### src/hdl/matrix_power_defines.svh
// ----------------------------------------------------------------------------
// matrix_power assertion macros
// concurrent checks on clk, disabled while rst is high
// ----------------------------------------------------------------------------
`ifndef MATRIX_POWER_DEFINES_SVH
`define MATRIX_POWER_DEFINES_SVH

`ifndef SYNTHESIS
// same-cycle implication
`define MP_ASSERT_IMPL(label, ante, cons, msg) \
  label: assert property (@(posedge clk) disable iff (rst) (ante) |-> (cons)) \
    else $error(msg);
// next-cycle implication
`define MP_ASSERT_NEXT(label, ante, cons, msg) \
  label: assert property (@(posedge clk) disable iff (rst) (ante) |=> (cons)) \
    else $error(msg);
`else
`define MP_ASSERT_IMPL(label, ante, cons, msg)
`define MP_ASSERT_NEXT(label, ante, cons, msg)
`endif

`endif

### src/hdl/mp_pkg.sv
// ----------------------------------------------------------------------------
// mp_pkg
// shared widths, codes and types of the matrix power block
// ----------------------------------------------------------------------------
package mp_pkg;

  localparam int DATA_W          = 32;
  localparam int EXP_W           = 8;
  localparam int IDX_PORT_W      = 2;
  localparam int S_TDATA_W       = 48;
  localparam int M_TDATA_W       = 40;
  localparam int DEF_MATRIX_SIZE = 4;

  // item kinds carried on s_tuser
  localparam logic MODE_LOAD = 1'b0;
  localparam logic MODE_RUN  = 1'b1;

  // q2.30 constants
  localparam logic signed [DATA_W-1:0] Q_ONE   = 32'sh4000_0000;
  localparam logic signed [DATA_W-1:0] SAT_MAX = 32'sh7fff_ffff;
  localparam logic signed [DATA_W-1:0] SAT_MIN = 32'sh8000_0000;

  // sequencer controls for the multiply-accumulate unit
  typedef struct packed {
    logic mul_en;
    logic acc_en;
    logic acc_first;
  } mac_ctl_t;

endpackage

### src/hdl/mp_store.sv
// ----------------------------------------------------------------------------
// mp_store
// base matrix memory (two read ports) and two-bank product memory
// ----------------------------------------------------------------------------
module mp_store #(
  parameter int MATRIX_SIZE = mp_pkg::DEF_MATRIX_SIZE,
  localparam int ADDR_W     = $clog2(MATRIX_SIZE * MATRIX_SIZE)
) (
  input  logic                              clk,
  input  logic                              base_we,
  input  logic [ADDR_W-1:0]                 base_waddr,
  input  logic signed [mp_pkg::DATA_W-1:0]  base_wdata,
  input  logic [ADDR_W-1:0]                 base_raddr_a,
  input  logic [ADDR_W-1:0]                 base_raddr_b,
  output logic signed [mp_pkg::DATA_W-1:0]  base_rdata_a,
  output logic signed [mp_pkg::DATA_W-1:0]  base_rdata_b,
  input  logic                              prod_we,
  input  logic [ADDR_W:0]                   prod_waddr,
  input  logic signed [mp_pkg::DATA_W-1:0]  prod_wdata,
  input  logic [ADDR_W:0]                   prod_raddr,
  output logic signed [mp_pkg::DATA_W-1:0]  prod_rdata
);
  import mp_pkg::*;

  logic signed [DATA_W-1:0] base_mem [MATRIX_SIZE*MATRIX_SIZE];
  logic signed [DATA_W-1:0] prod_mem [2**(ADDR_W+1)];

  // base matrix, written by load beats
  always_ff @(posedge clk) begin
    if (base_we) begin
      base_mem[base_waddr] <= base_wdata;
    end
    base_rdata_a <= base_mem[base_raddr_a];
    base_rdata_b <= base_mem[base_raddr_b];
  end

  // product banks, bank select in the top address bit
  always_ff @(posedge clk) begin
    if (prod_we) begin
      prod_mem[prod_waddr] <= prod_wdata;
    end
    prod_rdata <= prod_mem[prod_raddr];
  end

endmodule
### config.mk
export PLATFORM = sky130hd
export DESIGN_NAME = mp_store
export DESIGN_NICKNAME = d
export VERILOG_FILES = /design/src/hdl/matrix_power_defines.svh /design/src/hdl/mp_pkg.sv /design/src/hdl/mp_store.sv
export SDC_FILE = /design/constraint.sdc
export NUM_CORES = 1
export LEC_CHECK = 0
export BUFFER_PORTS_ARGS = -buffer_cell sky130_fd_sc_hd__buf_2
export CORE_MARGIN = 4
export CORE_UTILIZATION = 40
export CTS_CLUSTER_SIZE = 30
export DETAILED_ROUTE_END_ITERATION = 8
export HOLD_SLACK_MARGIN = 0.12
export PLACE_DENSITY = 0.56
export SLEW_MARGIN = 20
export SYNTH_ARGS = -nofsm -noshare
export SYNTH_HDL_FRONTEND = slang
export SYNTH_SLANG_ARGS = --single-unit
export TNS_END_PERCENT = 20
### constraint.sdc
create_clock -name clk -period 4.3 [get_ports clk]
set_input_delay 0.215 -clock clk [delete_from_list [all_inputs] [get_ports clk]]
set_output_delay 0.215 -clock clk [all_outputs]
set_load 0.02 [all_outputs]
[Word level (Yosys, flattened, before mapping)]
Memory sizes are Yosys's and may differ from the RTL's. A register that Yosys moved wholly into a read port is not among the register bits.
Cells that the tools add are included.
Storage, ports and cells
  register bits after elaboration: 0
  RAM bits: 1536
  output and inout port bits: 96
  memories: 2
Operators by class
  muxes and demuxes: 4
Memory list
  prod_mem: words 32, bits a word 32, rd ports 1, clocked after memory_dff 1, write ports 1, RTL line mp_store.sv:26  | logic signed [DATA_W-1:0] prod_mem [2**(ADDR_W+1)];
  base_mem: words 16, bits a word 32, rd ports 2, clocked after memory_dff 2, write ports 1, RTL line mp_store.sv:25  | logic signed [DATA_W-1:0] base_mem [MATRIX_SIZE*MATRIX_SIZE];
Operators with widths (count)
  $mux W1: 4

[Logic depth before layout (Yosys ltp)]
  word-level depth: 2
  gate-level depth with buffers: 8
  depth with buffers taken out: 5

[Least setup slack after synthesis]
OpenSTA, ideal clock, no wires.
  path kind: input-to-reg
  start point: input base_waddr[3]
  end point: memory base_mem[0][0] (enable)
  setup time: 0.461 ns
  data arrival time: 2.933 ns
  required time: 3.839 ns
  slack: 0.905 ns
  stages: 2
  buffers on the path: 0
  path through: or3b_2 > nor3_1
RTL lines
  start, declared: RTL line mp_store.sv:11  | input logic [ADDR_W-1:0] base_waddr,
  end, declared: RTL line mp_store.sv:25
No word-level cell before the write port.

[Final worst setup path]
  start point: input base_waddr[3]
  end point: memory base_mem[3][7] (enable)
No word-level cell before the write port.

==> summary.txt <==
SYNTHESIS
---------------------------------------------------------------------------------
Count of warnings emitted by yosys                                              0
Most frequent cell after synthesis                                   sky130_fd_sc_hd__edfxtp_1
Sequential element share of the synthesized area                            0.742
Xor/xnor cell area share of the yosys netlist                                   0
Distinct cell type count after synthesis                                       26
List of most frequent post-synthesis cells                           sky130_fd_sc_hd__edfxtp_1 (1536), sky130_fd_sc_hd__mux2i_1 (512), sky130_fd_sc_hd__mux4_2 (308)
Compound-gate portion of the synthesized area                              0.0303
Post-synth net total                                                         3338
Async set-or-reset flop fraction in the synthesized netlist                     0
Proportion of netlist area held by the largest area contributor             0.713
Fraction of synthesized area in multiplexers                                0.191
Yosys reg bits                                                               1632
Top area cells in the synthesized netlist                            sky130_fd_sc_hd__edfxtp_1 (71%), sky130_fd_sc_hd__mux4_2 (11%), sky130_fd_sc_hd__mux2i_1 (7.9%), sky130_fd_sc_hd__dfxtp_1 (3.0%), sky130_fd_sc_hd__a22oi_1 (1.1%)
Post-synthesis simple-gate area fraction                                   0.0211
Number of cells produced by synthesis                                        3249
Top flip-flop cell by instance count after synthesis                 sky130_fd_sc_hd__edfxtp_1
Syn_area_per_cell                                                       19.9 um^2
Adder and majority cell fraction of the synthesized area                        0
EDFF count, synth                                                            1536
Synth Cell Area                                                        64700 um^2
Library cell occupying the most area in the post-synthesis netlist   sky130_fd_sc_hd__edfxtp_1
Combinational family with the most area after synthesis              multiplexers

STA
---------------------------------------------------------------------------------
Clk_skew                                                                0.0333 ns
Summed negative setup slack over all endpoints                               0 ns
Final count of hold timing violations                                           0
Setup-violating endpoint count in the final report                              0
Headroom to the max-slew limit                                              0.262
Tightest Pin Transition                                                   1.11 ns
Fin crit share                                                              0.520
Unrepaired setup endpoints after global routing                             false
Final Max Tran Viols                                                            0
Maximum clock frequency                                                   448 MHz
Final critical path time including I/O delays and setup                   2.23 ns
Worst-case hold slack                                                    0.216 ns

FINAL LAYOUT
---------------------------------------------------------------------------------
Post-route cell area                                                   75200 um^2
Number of fillers in the final layout                                       13500
Register Area                                                          48000 um^2
Number of nets at the end of the flow                                        3671
Non-filler cells, final                                                      5898
Combined area of the multi-input logic cells                           16100 um^2
Synth-to-Final Area Change                                                  16.2%
Ratio of cells with drive above 1 in the final layout                       0.238

SETUP PATH
---------------------------------------------------------------------------------
Required time reported for the critical path endpoint                     4.71 ns
Beginning of the worst register-to-register path                     prod_mem[22][8]
WP data arrival                                                           2.65 ns
Internal reg-to-reg setup slack                                           2.61 ns
Crit. End Element                                                            flop
Category of the worst setup path launch point                           input pin
CP Max Fanout                                                                  18
Critical setup path kind                                                in -> reg
Critical path launch point                                           base_waddr[3]
Logic depth of the worst register-to-register path                              4
Reg-to-reg endpoint                                                  prod_rdata[8]
CP Capture Point                                                     base_mem[3][7]

GLOBAL ROUTE
---------------------------------------------------------------------------------
Via count of the first global-routing pass                                  33700
Total congestion overflow after global routing                                  0
Global-route wire length before repair                                     237 mm
Global-route usage over all layers                                          0.192
Initial antenna violation count                                                12
Maximum number of pins on one net before global-route repair                   89

ROUTE
---------------------------------------------------------------------------------
DRC errors left                                                                 0
First DRT Iteration DRCs                                                     2910
Via count normalized by instance count                                       5.54
Post-route ant nets                                                             0
First-pass iteration count of the detailed router                               5
Total wire length after detailed routing                                   163 mm
Via total after detailed routing                                            32700
Drt wl/cell                                                               27.7 um

CLOCK NETWORK
---------------------------------------------------------------------------------
Clock slew at reported path FFs                                           0.06 ns
Clock root cell                                                      sky130_fd_sc_hd__clkbuf_16
Source-to-sink clock delay at the later pin of the worst-skew pair        0.80 ns
Post-CTS sizing                                                                 0
Clock Sinks                                                                  1632
TritonCTS buffer count                                                        173
Worst-case clock buffer depth                                                   3
Count of H-tree levels built during CTS                                         4
TritonCTS clock tree                                                          yes

PLACED DESIGN
---------------------------------------------------------------------------------
Detailed Place HPWL                                                       91.2 mm
Placement Cell Area                                                    68900 um^2
Global placement routability congestion                                     0.737
Inst Count DP                                                                5495
Quantity of I/O buffers inserted on ports                                     184

DIE
---------------------------------------------------------------------------------
Starting Density                                                            0.403
Floorplan die area                                                    168000 um^2
DIE WIDTH                                                                  410 um
Area inside the core boundary                                         161000 um^2
Die height                                                                 410 um
Count of standard-cell rows                                                   147
I/O pin total                                                                 185

FLOW RUN
---------------------------------------------------------------------------------
Max-cap violations                                                              0

POWER AND IR DROP
---------------------------------------------------------------------------------
Leakage component of the power                                          0.0252 uW
Power density over cell area                                          461 nW/um^2
VDD IR max                                                               0.395 mV

WORST HOLD PATH
---------------------------------------------------------------------------------
HP Class                                                                in -> reg

RUN STATUS
---------------------------------------------------------------------------------
Run status                                                           finished clean

final cells by class:
cell class | count | share of cell area
Tap cell | 2160 | 0.0359
Clock buffer | 233 | 0.0615
Antenna cell | 9 | 0.000299
Clock inverter | 89 | 0.0130
Multi-Input combinational cell | 1420 | 0.214
Timing Repair Buffer | 355 | 0.0366
Sequential cell | 1632 | 0.639
cell families (layout without fill, tap and decap cells):
| family | after synthesis | after routing |
|---|---|---|
| flops | 1632 | 1632 |
| mux | 832 | 832 |
| simple gates | 300 | 300 |
| compound gates | 288 | 288 |
| buf+inv | 197 | 677 |
| other cells | 0 | 9 |
placed cells by master, fill, tap and decap left out, types with 12 or more instances in the layout:
cell / netlist / final
sky130_fd_sc_hd__dfxtp_1: 96 / 96
sky130_fd_sc_hd__buf_2: 67 / 177
sky130_fd_sc_hd__dlygate4sd3_1: 0 / 72
sky130_fd_sc_hd__edfxtp_1: 1536 / 1536
sky130_fd_sc_hd__nor3_1: 36 / 32
sky130_fd_sc_hd__nand2_1: 99 / 98
sky130_fd_sc_hd__buf_4: 26 / 76
sky130_fd_sc_hd__a31oi_1: 32 / 32
sky130_fd_sc_hd__bufinv_16: 0 / 14
sky130_fd_sc_hd__mux4_1: 12 / 12
sky130_fd_sc_hd__clkinv_1: 0 / 31
sky130_fd_sc_hd__a21oi_1: 96 / 96
sky130_fd_sc_hd__clkbuf_16: 0 / 174
sky130_fd_sc_hd__buf_12: 0 / 24
sky130_fd_sc_hd__a22oi_1: 96 / 96
sky130_fd_sc_hd__clkbuf_1: 76 / 54
sky130_fd_sc_hd__mux4_2: 308 / 308
sky130_fd_sc_hd__nand3_1: 99 / 99
sky130_fd_sc_hd__a22o_1: 64 / 64
sky130_fd_sc_hd__nor2_4: 0 / 45
sky130_fd_sc_hd__mux2i_1: 512 / 512
sky130_fd_sc_hd__clkinv_2: 0 / 23
report_power, final:
| group | internal [uW] | switching, uW |
|---|---|---|
| combinational | 843 | 1330 |
| clock | 8460 | 6210 |
| sequential | 17700 | 129 |
| total | 27000 | 7660 |
how the worst min path moves through the flow:
stage,startpoint,end,slack (ns),cells after the start
2_1_floorplan,base_wdata[0],base_mem[0][0],0.31,0
3_5_place_dp,prod_mem[25][13],prod_rdata[13],0.60,4
4_1_cts,prod_waddr[4],prod_mem[5][9],0.15,3
3_3_place_gp,prod_mem[18][5],prod_rdata[5],0.58,4
5_1_grt,prod_waddr[3],prod_mem[5][9],0.19,3
6_report,prod_waddr[4],prod_mem[5][9],0.22,3
state kept, by name (all words and copies together), names as in the netlist:
| register | count |
|---|---|
| prod_rdata | 32 |
| base_rdata_a | 32 |
| base_rdata_b | 32 |
| base_mem | 512 |
| prod_mem | 1024 |
timing repair:
item	CTS	global route
buffers inserted	0	0
hold buffers	72	0
hold endpoints to repair	1620	0
routing by layer:
metal	vias to the layer above	track usage	wire length [um]
li1	14100	-	-
met3	291	0.0327	8990
met1	17200	0.253	67400
met5	-	0	13
met2	990	0.324	81700
met4	2	0.0651	5090
metrics by stage:
stage | utilization | power [uW] | worst slack (ns)
4_1_cts | 0.468 | 35100 | 2.11
6_report | 0.468 | 34700 | 2.07
5_1_grt | 0.468 | 35900 | 2.06
3_3_place_gp | 0.428 | 20300 | 1.58
3_5_place_dp | 0.428 | 20300 | 1.54
2_1_floorplan | - | 19400 | 0.905
critical path: stages:
cell and delay, ns:
sky130_fd_sc_hd__dlygate4sd3_1 0.54, sky130_fd_sc_hd__buf_2 0.14, sky130_fd_sc_hd__or3b_2 0.58, sky130_fd_sc_hd__nor2_4 0.65
sky130_fd_sc_hd__buf_4 0.49
Power figures use the tool's default switching activity.
