### config.mk
export PLATFORM = sky130hd
export DESIGN_NAME = mp_mac
export DESIGN_NICKNAME = d
export VERILOG_FILES = /design/src/hdl/matrix_power_defines.svh /design/src/hdl/mp_pkg.sv /design/src/hdl/mp_mac.sv
export SDC_FILE = /design/constraint.sdc
export NUM_CORES = 2
export LEC_CHECK = 0
export ABC_CLOCK_PERIOD_IN_PS = 8500
export BUFFER_PORTS_ARGS = -buffer_cell sky130_fd_sc_hd__buf_2
export CORE_MARGIN = 2
export CORE_UTILIZATION = 45
export DETAILED_ROUTE_END_ITERATION = 10
export GPL_TIMING_DRIVEN = 0
export PLACE_DENSITY_LB_ADDON = 0.25
export SYNTH_ARGS = -nofsm -noshare
export SYNTH_HDL_FRONTEND = slang
export SYNTH_SLANG_ARGS = --single-unit
### constraint.sdc
create_clock -name clk -period 8.5 [get_ports clk]
set_clock_uncertainty 0.15 [all_clocks]
set_input_delay 0.85 -clock clk [delete_from_list [all_inputs] [get_ports clk]]
set_output_delay 0.85 -clock clk [all_outputs]
set_load 0.02 [all_outputs]
### src/hdl/matrix_power_defines.svh
// ----------------------------------------------------------------------------
// matrix_power assertion macros
// concurrent checks on clk, disabled while rst is high
// ----------------------------------------------------------------------------
`ifndef MATRIX_POWER_DEFINES_SVH
`define MATRIX_POWER_DEFINES_SVH

`ifndef SYNTHESIS
// same-cycle implication
`define MP_ASSERT_IMPL(label, ante, cons, msg) \
  label: assert property (@(posedge clk) disable iff (rst) (ante) |-> (cons)) \
    else $error(msg);
// next-cycle implication
`define MP_ASSERT_NEXT(label, ante, cons, msg) \
  label: assert property (@(posedge clk) disable iff (rst) (ante) |=> (cons)) \
    else $error(msg);
`else
`define MP_ASSERT_IMPL(label, ante, cons, msg)
`define MP_ASSERT_NEXT(label, ante, cons, msg)
`endif

`endif

### src/hdl/mp_pkg.sv
// ----------------------------------------------------------------------------
// mp_pkg
// shared widths, codes and types of the matrix power block
// ----------------------------------------------------------------------------
package mp_pkg;

  localparam int DATA_W          = 32;
  localparam int EXP_W           = 8;
  localparam int IDX_PORT_W      = 2;
  localparam int S_TDATA_W       = 48;
  localparam int M_TDATA_W       = 40;
  localparam int DEF_MATRIX_SIZE = 4;

  // item kinds carried on s_tuser
  localparam logic MODE_LOAD = 1'b0;
  localparam logic MODE_RUN  = 1'b1;

  // q2.30 constants
  localparam logic signed [DATA_W-1:0] Q_ONE   = 32'sh4000_0000;
  localparam logic signed [DATA_W-1:0] SAT_MAX = 32'sh7fff_ffff;
  localparam logic signed [DATA_W-1:0] SAT_MIN = 32'sh8000_0000;

  // sequencer controls for the multiply-accumulate unit
  typedef struct packed {
    logic mul_en;
    logic acc_en;
    logic acc_first;
  } mac_ctl_t;

endpackage

### src/hdl/mp_mac.sv
// ----------------------------------------------------------------------------
// mp_mac
// shared q2.30 multiply-accumulate unit: registered product, rounded and
// saturated accumulation
// ----------------------------------------------------------------------------
module mp_mac (
  input  logic                               clk,
  input  mp_pkg::mac_ctl_t                   ctl,
  input  logic signed [mp_pkg::DATA_W-1:0]   a,
  input  logic signed [mp_pkg::DATA_W-1:0]   b,
  output logic signed [mp_pkg::DATA_W-1:0]   acc
);
  import mp_pkg::*;

  logic signed [2*DATA_W-1:0] prod;
  logic signed [2*DATA_W-1:0] prod_rnd;
  logic signed [DATA_W+1:0]   rounded;
  logic signed [DATA_W-1:0]   acc_base;
  logic signed [DATA_W+2:0]   sum;
  logic signed [DATA_W-1:0]   acc_next;

  // product stage
  always_ff @(posedge clk) begin
    if (ctl.mul_en) begin
      prod <= a * b;
    end
  end

  // round to nearest q2.30, ties up, then add and saturate
  always_comb begin
    prod_rnd = prod + 64'sd536870912;
    rounded  = prod_rnd[2*DATA_W-1:DATA_W-2];
    acc_base = ctl.acc_first ? '0 : acc;
    sum      = (DATA_W+3)'(acc_base) + (DATA_W+3)'(rounded);
    if (sum > 35'sd2147483647) begin
      acc_next = SAT_MAX;
    end else if (sum < -35'sd2147483648) begin
      acc_next = SAT_MIN;
    end else begin
      acc_next = sum[DATA_W-1:0];
    end
  end

  // accumulator
  always_ff @(posedge clk) begin
    if (ctl.acc_en) begin
      acc <= acc_next;
    end
  end

endmodule

# Word-level counts from Yosys, hierarchy flattened
# Cells that the tools add are included.
# word_totals
regBits	96
latch_bits	0
ram_bits	0
romBits	0
input_bits	68
out_inout_bits	32
wordCells	9
n_memories	0
# classes
n_addsub	2
n_mul	1
div_mod_pow	0
magnitude_cmp	2
eq_ne	0
shift	0
muxes	2
bitwise_logic	0
n_reduce_logical	0
# ops
operator	n
adder 64 x 31 -> 64 bit, second input constant	1
multiplier 32 x 32 -> 64 bit	1
2-to-1 mux 32 bit	2
adder 32 x 34 -> 35 bit	1
greater-than comparator 35 x 32 -> 1 bit, second input constant	1
less-than comparator 35 x 32 -> 1 bit, second input constant	1

# Depth between registers and ports, before layout
# logic_depth
depth_word	4
ltp_mapped	29
depth_no_buf	28

# Least setup slack after synthesis
# OpenSTA, ideal clock, no wires.
# synth_path
path_kind	input -> register
from	in a[31] (netlist bit)
to	reg prod[56] (data pin)
setup_ps	195
t_arrival_ps	8294
setup_slack_ps	-139
stages	27
cell_sequence	clkbuf_1 -> nand2_1 -> inv_1 -> fa_1 -> inv_1 -> fa_1 -> fa_1 -> inv_1 -> fa_1 -> inv_1 -> fa_1 -> inv_1 -> fa_1 -> fa_1 -> inv_1 -> fa_1 -> inv_1 -> ha_1 -> nand2_1 -> nor2_1 -> a221o_1 -> a211o_1 -> o2111ai_1 -> a21oi_1 -> o21ai_0 -> or4b_1 -> o311ai_0
# synth_via
elab_chain_len	1
# synth_rtl
element	line	source
start: declaration	mp_mac.sv:9	input logic signed [mp_pkg::DATA_W-1:0] a,
multiplier 32 x 32 -> 64 bit	mp_mac.sv:25	prod <= a * b;
end signal: assignment	mp_mac.sv:25	
end: declaration	mp_mac.sv:15	logic signed [2*DATA_W-1:0] prod;
# Every way passes these cells.
# A chain may end at the register's enable or synchronous reset.

# Worst setup path in the final report
# layout_path
from	in b[19] (netlist bit)
to	reg prod[50] (data pin)
# layout_via
elab_chain_len	1
# layout_rtl
element	line	source
start: declaration	mp_mac.sv:10	input logic signed [mp_pkg::DATA_W-1:0] b,
multiplier 32 x 32 -> 64 bit	mp_mac.sv:25	
# Every way passes these cells.

==> impl_summary.log <==
INFO  metric outcome = completed
INFO  metric route.detailed.drc = 0
INFO  metric dr.first_iter.drc_count = ~3000
INFO  metric globalRouteTotalUtil = 31.32%
INFO  metric post-dp-hpwl = 115.1 mm
INFO  metric worstPathCellList = buf_2 -> clkbuf_2 -> nand2_1 -> fa_1 -> fa_1 -> inv_1 -> fa_1 -> fa_1 -> fa_1 -> fa_1 -> fa_1 -> fa_1 -> ha_4 -> a21o_1 -> a31oi_4 -> o21ai_2 -> o21ai_1 -> a21oi_4 -> a21oi_2 -> or3b_2 -> a21oi_4 -> a221oi_1 -> xnor2_1
INFO  metric area_growth_syn_to_layout = 9.912%
INFO  metric vias_per_std_cell = 5.496
INFO  metric antenna_found_initial = 21
INFO  metric post_route_cells_drive_above_1_share = 10.30%
INFO  metric dpl-instance-area = 0.04224 mm²
INFO  metric timing.max_slew.rel_slack = 40.71%
INFO  metric netlist_area = 0.04028 mm²
INFO  metric worst_skew_pair.late_latency = around 0.34 ns
INFO  metric routabilityCongestion = about 1.1
INFO  metric critical_path.top_delay_family = adder cells
INFO  metric cts_htree_levels = 3
INFO  metric ys_warn_count = 0
INFO  metric grt_max_degree = 36
INFO  metric worst_path_largest_cell_delay = 0.61 ns
INFO  metric ios = 100
INFO  metric coreArea = 0.08851 mm²
INFO  metric drt_first_pass_iters = 6
INFO  metric clkTransAtPathRegs = 0.05 ns
INFO  metric route.final.wire_length = 138.7 mm
INFO  metric grt_pass1_vias = 32120
INFO  metric cap_violations = 0
INFO  metric finish.utilization = 50.02%
INFO  metric worst_hold_class = flip-flop to flip-flop
INFO  metric synth_top_cell_by_area = sky130_fd_sc_hd__fa_1
INFO  metric tritoncts = done
INFO  metric yosysSeqAreaShare = 4.995%
INFO  metric synth_flop_cell = sky130_fd_sc_hd__edfxtp_1
INFO  metric timing.hold.ws = 0.7283 ns
INFO  metric die_w = between 300 and 400 µm
INFO  metric worstSetupPathType = input pin to flip-flop
INFO  metric hold_viol = 0
INFO  metric cpMostUsedCell = sky130_fd_sc_hd__fa_1
INFO  metric fmax = 117.9 MHz
INFO  metric finalWorstSetupSlack = 0.02075 ns
INFO  metric layout_worst_path_cycle_share = 99.76%
INFO  metric area_taken_by_flip_flops_and_latches = 0.002012 mm²
INFO  metric synthesis.nets = 5599
INFO  metric die-height = ~300 µm
INFO  metric dieArea = just over 0.09 mm²
INFO  metric setup_viol = 0
INFO  metric avgRoutedWirePerCell = approximately 25 µm
INFO  metric floorplan.rows = roughly 110
INFO  metric ys_async_sr_fraction = 0%
INFO  metric synthDistinctLibCells = 64
INFO  metric synth_edf_count = 67
INFO  metric layout.cell_area.non_filler = 0.04427 mm²
INFO  metric layout_fillers = 8379
INFO  metric synth_top_cells_by_area = sky130_fd_sc_hd__fa_1 (54%), sky130_fd_sc_hd__inv_1 (9.1%), sky130_fd_sc_hd__and2_1 (8.0%), sky130_fd_sc_hd__ha_1 (6.7%), sky130_fd_sc_hd__nand2_1 (5.1%)
INFO  metric cp.buffers_inverters = 3
INFO  metric number_of_buffers_added_by_the_clock_tree_synthesis_step = 9
INFO  metric grt_overflow = 0
INFO  metric rsz0062_at_grt = yes
INFO  metric multiInputGateArea = 0.03433 mm²
INFO  metric worstPathArrival = 8.41 ns
INFO  metric worstPathMaxFanout = 10
INFO  metric ys_ff_latch = 67
INFO  metric final_net_count = about 5700
INFO  metric cts-root-to-sink-buffers = 2
INFO  metric worstSetupStartpointType = input pin
INFO  metric grt_first_pass_wirelength = 206.6 mm
INFO  metric start_util = 45.51%
INFO  metric route.vias.total = 30530
INFO  metric clk_root_buffer_cell = sky130_fd_sc_hd__clkbuf_16
INFO  metric syn-mean-instance-area = 9.513 µm²
INFO  metric worst_slew_pin_slew = 0.8893 ns
INFO  metric netlist.area_leader.share = a little over half
INFO  metric antenna_violating_nets_post_route = 0
INFO  metric synthCells = 4234
INFO  metric buffer_ports.inserted = 99
INFO  metric worstPathRequired = 8.43 ns
INFO  metric timing.final.max_slew_violations = 0
INFO  metric cts.sink_count = 67
INFO  metric ctsHoldBuffers = 0
INFO  metric final_critical_path_required_period = between 8 and 9 ns
INFO  metric place_worst_setup_slack = -2.339 ns
INFO  metric setup.worst_path.end_class = flip-flop
INFO  metric cpMaxStageDelayCell = sky130_fd_sc_hd__fa_1
timing repair:
item / in CTS / in global routing
endpoints found under the hold margin: 0 / 0
setup endpoints to repair: 35 / 18
setup buffers: 12 / 21
resized for setup: 343 / 288
pin swaps: 10 / 34
final cells by class:
type,count,share of cell area (%)
Antenna cell,12,0.06783
Buffer,204,3.798
Clock buffer,11,0.5257
Clock inverter,4,0.09609
Inverter,978,8.340
Multi-Input combinational cell,2982,77.54
Sequential cell,67,4.544
Tap cell,1165,3.292
Timing Repair Buffer,131,1.795
state kept, by name (all words and copies together), names as in the netlist:
name  flops
acc      32
prod     35
worst reg2reg max path: cells and delay by family (launching register included):
kind / cells / cell delay, ns
AOI/OAI and AO/OA: 10 / 1.99
and+or+nand+nor: 7 / 1.75
DFF: 1 / 0.40
xor gates and xnor gates: 2 / 0.39
adders and majority gates: 1 / 0.34
buffers and inverters: 2 / 0.30
through the flow:
step | std cells | setup TNS (ns)
CTS | 5523 | 0
global placement | 5498 | -59.56
floorplan | 4234 | 0
finish | 5554 | 0
global route | 5543 | -0.1216
detailed placement | 5498 | -55.85
routing by layer:
layer | part of all wire [%] | GRT usage (%)
met1 | 39 | 42.56
met4 | 5.7 | 13.90
met3 | 12 | 8.082
met5 | 0.042 | 0
met2 | 43 | 47.45
cell usage in the layout, fill, tap and decap left out, types with 8 or more instances in the layout:
cell,count
sky130_fd_sc_hd__a21o_1,40
sky130_fd_sc_hd__a21oi_1,68
sky130_fd_sc_hd__a21oi_4,9
sky130_fd_sc_hd__a31oi_1,13
sky130_fd_sc_hd__and2_1,516
sky130_fd_sc_hd__and3_1,14
sky130_fd_sc_hd__buf_12,11
sky130_fd_sc_hd__buf_2,95
sky130_fd_sc_hd__buf_4,58
sky130_fd_sc_hd__buf_6,17
sky130_fd_sc_hd__buf_8,18
sky130_fd_sc_hd__clkbuf_1,22
sky130_fd_sc_hd__clkbuf_16,10
sky130_fd_sc_hd__clkbuf_2,57
sky130_fd_sc_hd__clkbuf_4,48
sky130_fd_sc_hd__clkbuf_8,10
sky130_fd_sc_hd__diode_2,12
sky130_fd_sc_hd__edfxtp_1,67
sky130_fd_sc_hd__fa_1,1068
sky130_fd_sc_hd__fa_2,14
sky130_fd_sc_hd__ha_1,197
sky130_fd_sc_hd__ha_2,9
sky130_fd_sc_hd__ha_4,9
sky130_fd_sc_hd__inv_1,968
sky130_fd_sc_hd__nand2_1,543
sky130_fd_sc_hd__nand2b_1,12
sky130_fd_sc_hd__nand3_1,24
sky130_fd_sc_hd__nand4_1,15
sky130_fd_sc_hd__nor2_1,69
sky130_fd_sc_hd__nor2b_1,48
sky130_fd_sc_hd__nor3_1,9
sky130_fd_sc_hd__o21a_1,12
sky130_fd_sc_hd__o21ai_0,35
sky130_fd_sc_hd__o21ai_1,8
sky130_fd_sc_hd__o21ai_2,30
sky130_fd_sc_hd__o21bai_1,9
sky130_fd_sc_hd__xnor2_1,77
sky130_fd_sc_hd__xor2_1,34
worst paths after layout:
check,depth (start not counted),slack [ns],from,end
setup / recovery,23,0.02,b[19],prod[50]
setup reg to reg,22,2.93,prod[31],acc[19]
hold reg to reg,4,0.73,acc[0],acc[0]
hold / removal,4,0.73,acc[0],acc[0]
cell families after synthesis:
family                   after synthesis  synth area share [%]
flip-flops                            67                 4.995
buffers and inverters               1185                 11.12
AO/OA/AOI/OAI                        293                 4.961
multiplexers                           1               0.02485
adder cells (fa/ha/maj)             1297                 60.45
AND/OR/NAND/NOR                     1280                 16.03
XOR/XNOR                             111                 2.414
cells in the mapped netlist (15+ instances only):
library cell	number
sky130_fd_sc_hd__nor2_1	70
sky130_fd_sc_hd__o21ai_2	28
sky130_fd_sc_hd__nand4_1	15
sky130_fd_sc_hd__o21ai_0	45
sky130_fd_sc_hd__xor2_1	34
sky130_fd_sc_hd__and2_1	517
sky130_fd_sc_hd__clkbuf_1	200
sky130_fd_sc_hd__a21oi_1	82
sky130_fd_sc_hd__a21o_1	41
sky130_fd_sc_hd__xnor2_1	77
sky130_fd_sc_hd__and3_1	15
sky130_fd_sc_hd__nand2_1	545
sky130_fd_sc_hd__nand3_1	24
sky130_fd_sc_hd__fa_1	1082
sky130_fd_sc_hd__edfxtp_1	67
sky130_fd_sc_hd__a31oi_1	15
sky130_fd_sc_hd__ha_1	215
sky130_fd_sc_hd__nor2b_1	49
sky130_fd_sc_hd__inv_1	977
Power is left out: the tool's default activity adds up to more than one toggle a clock period on the data nets, which glitch-free logic cannot reach.
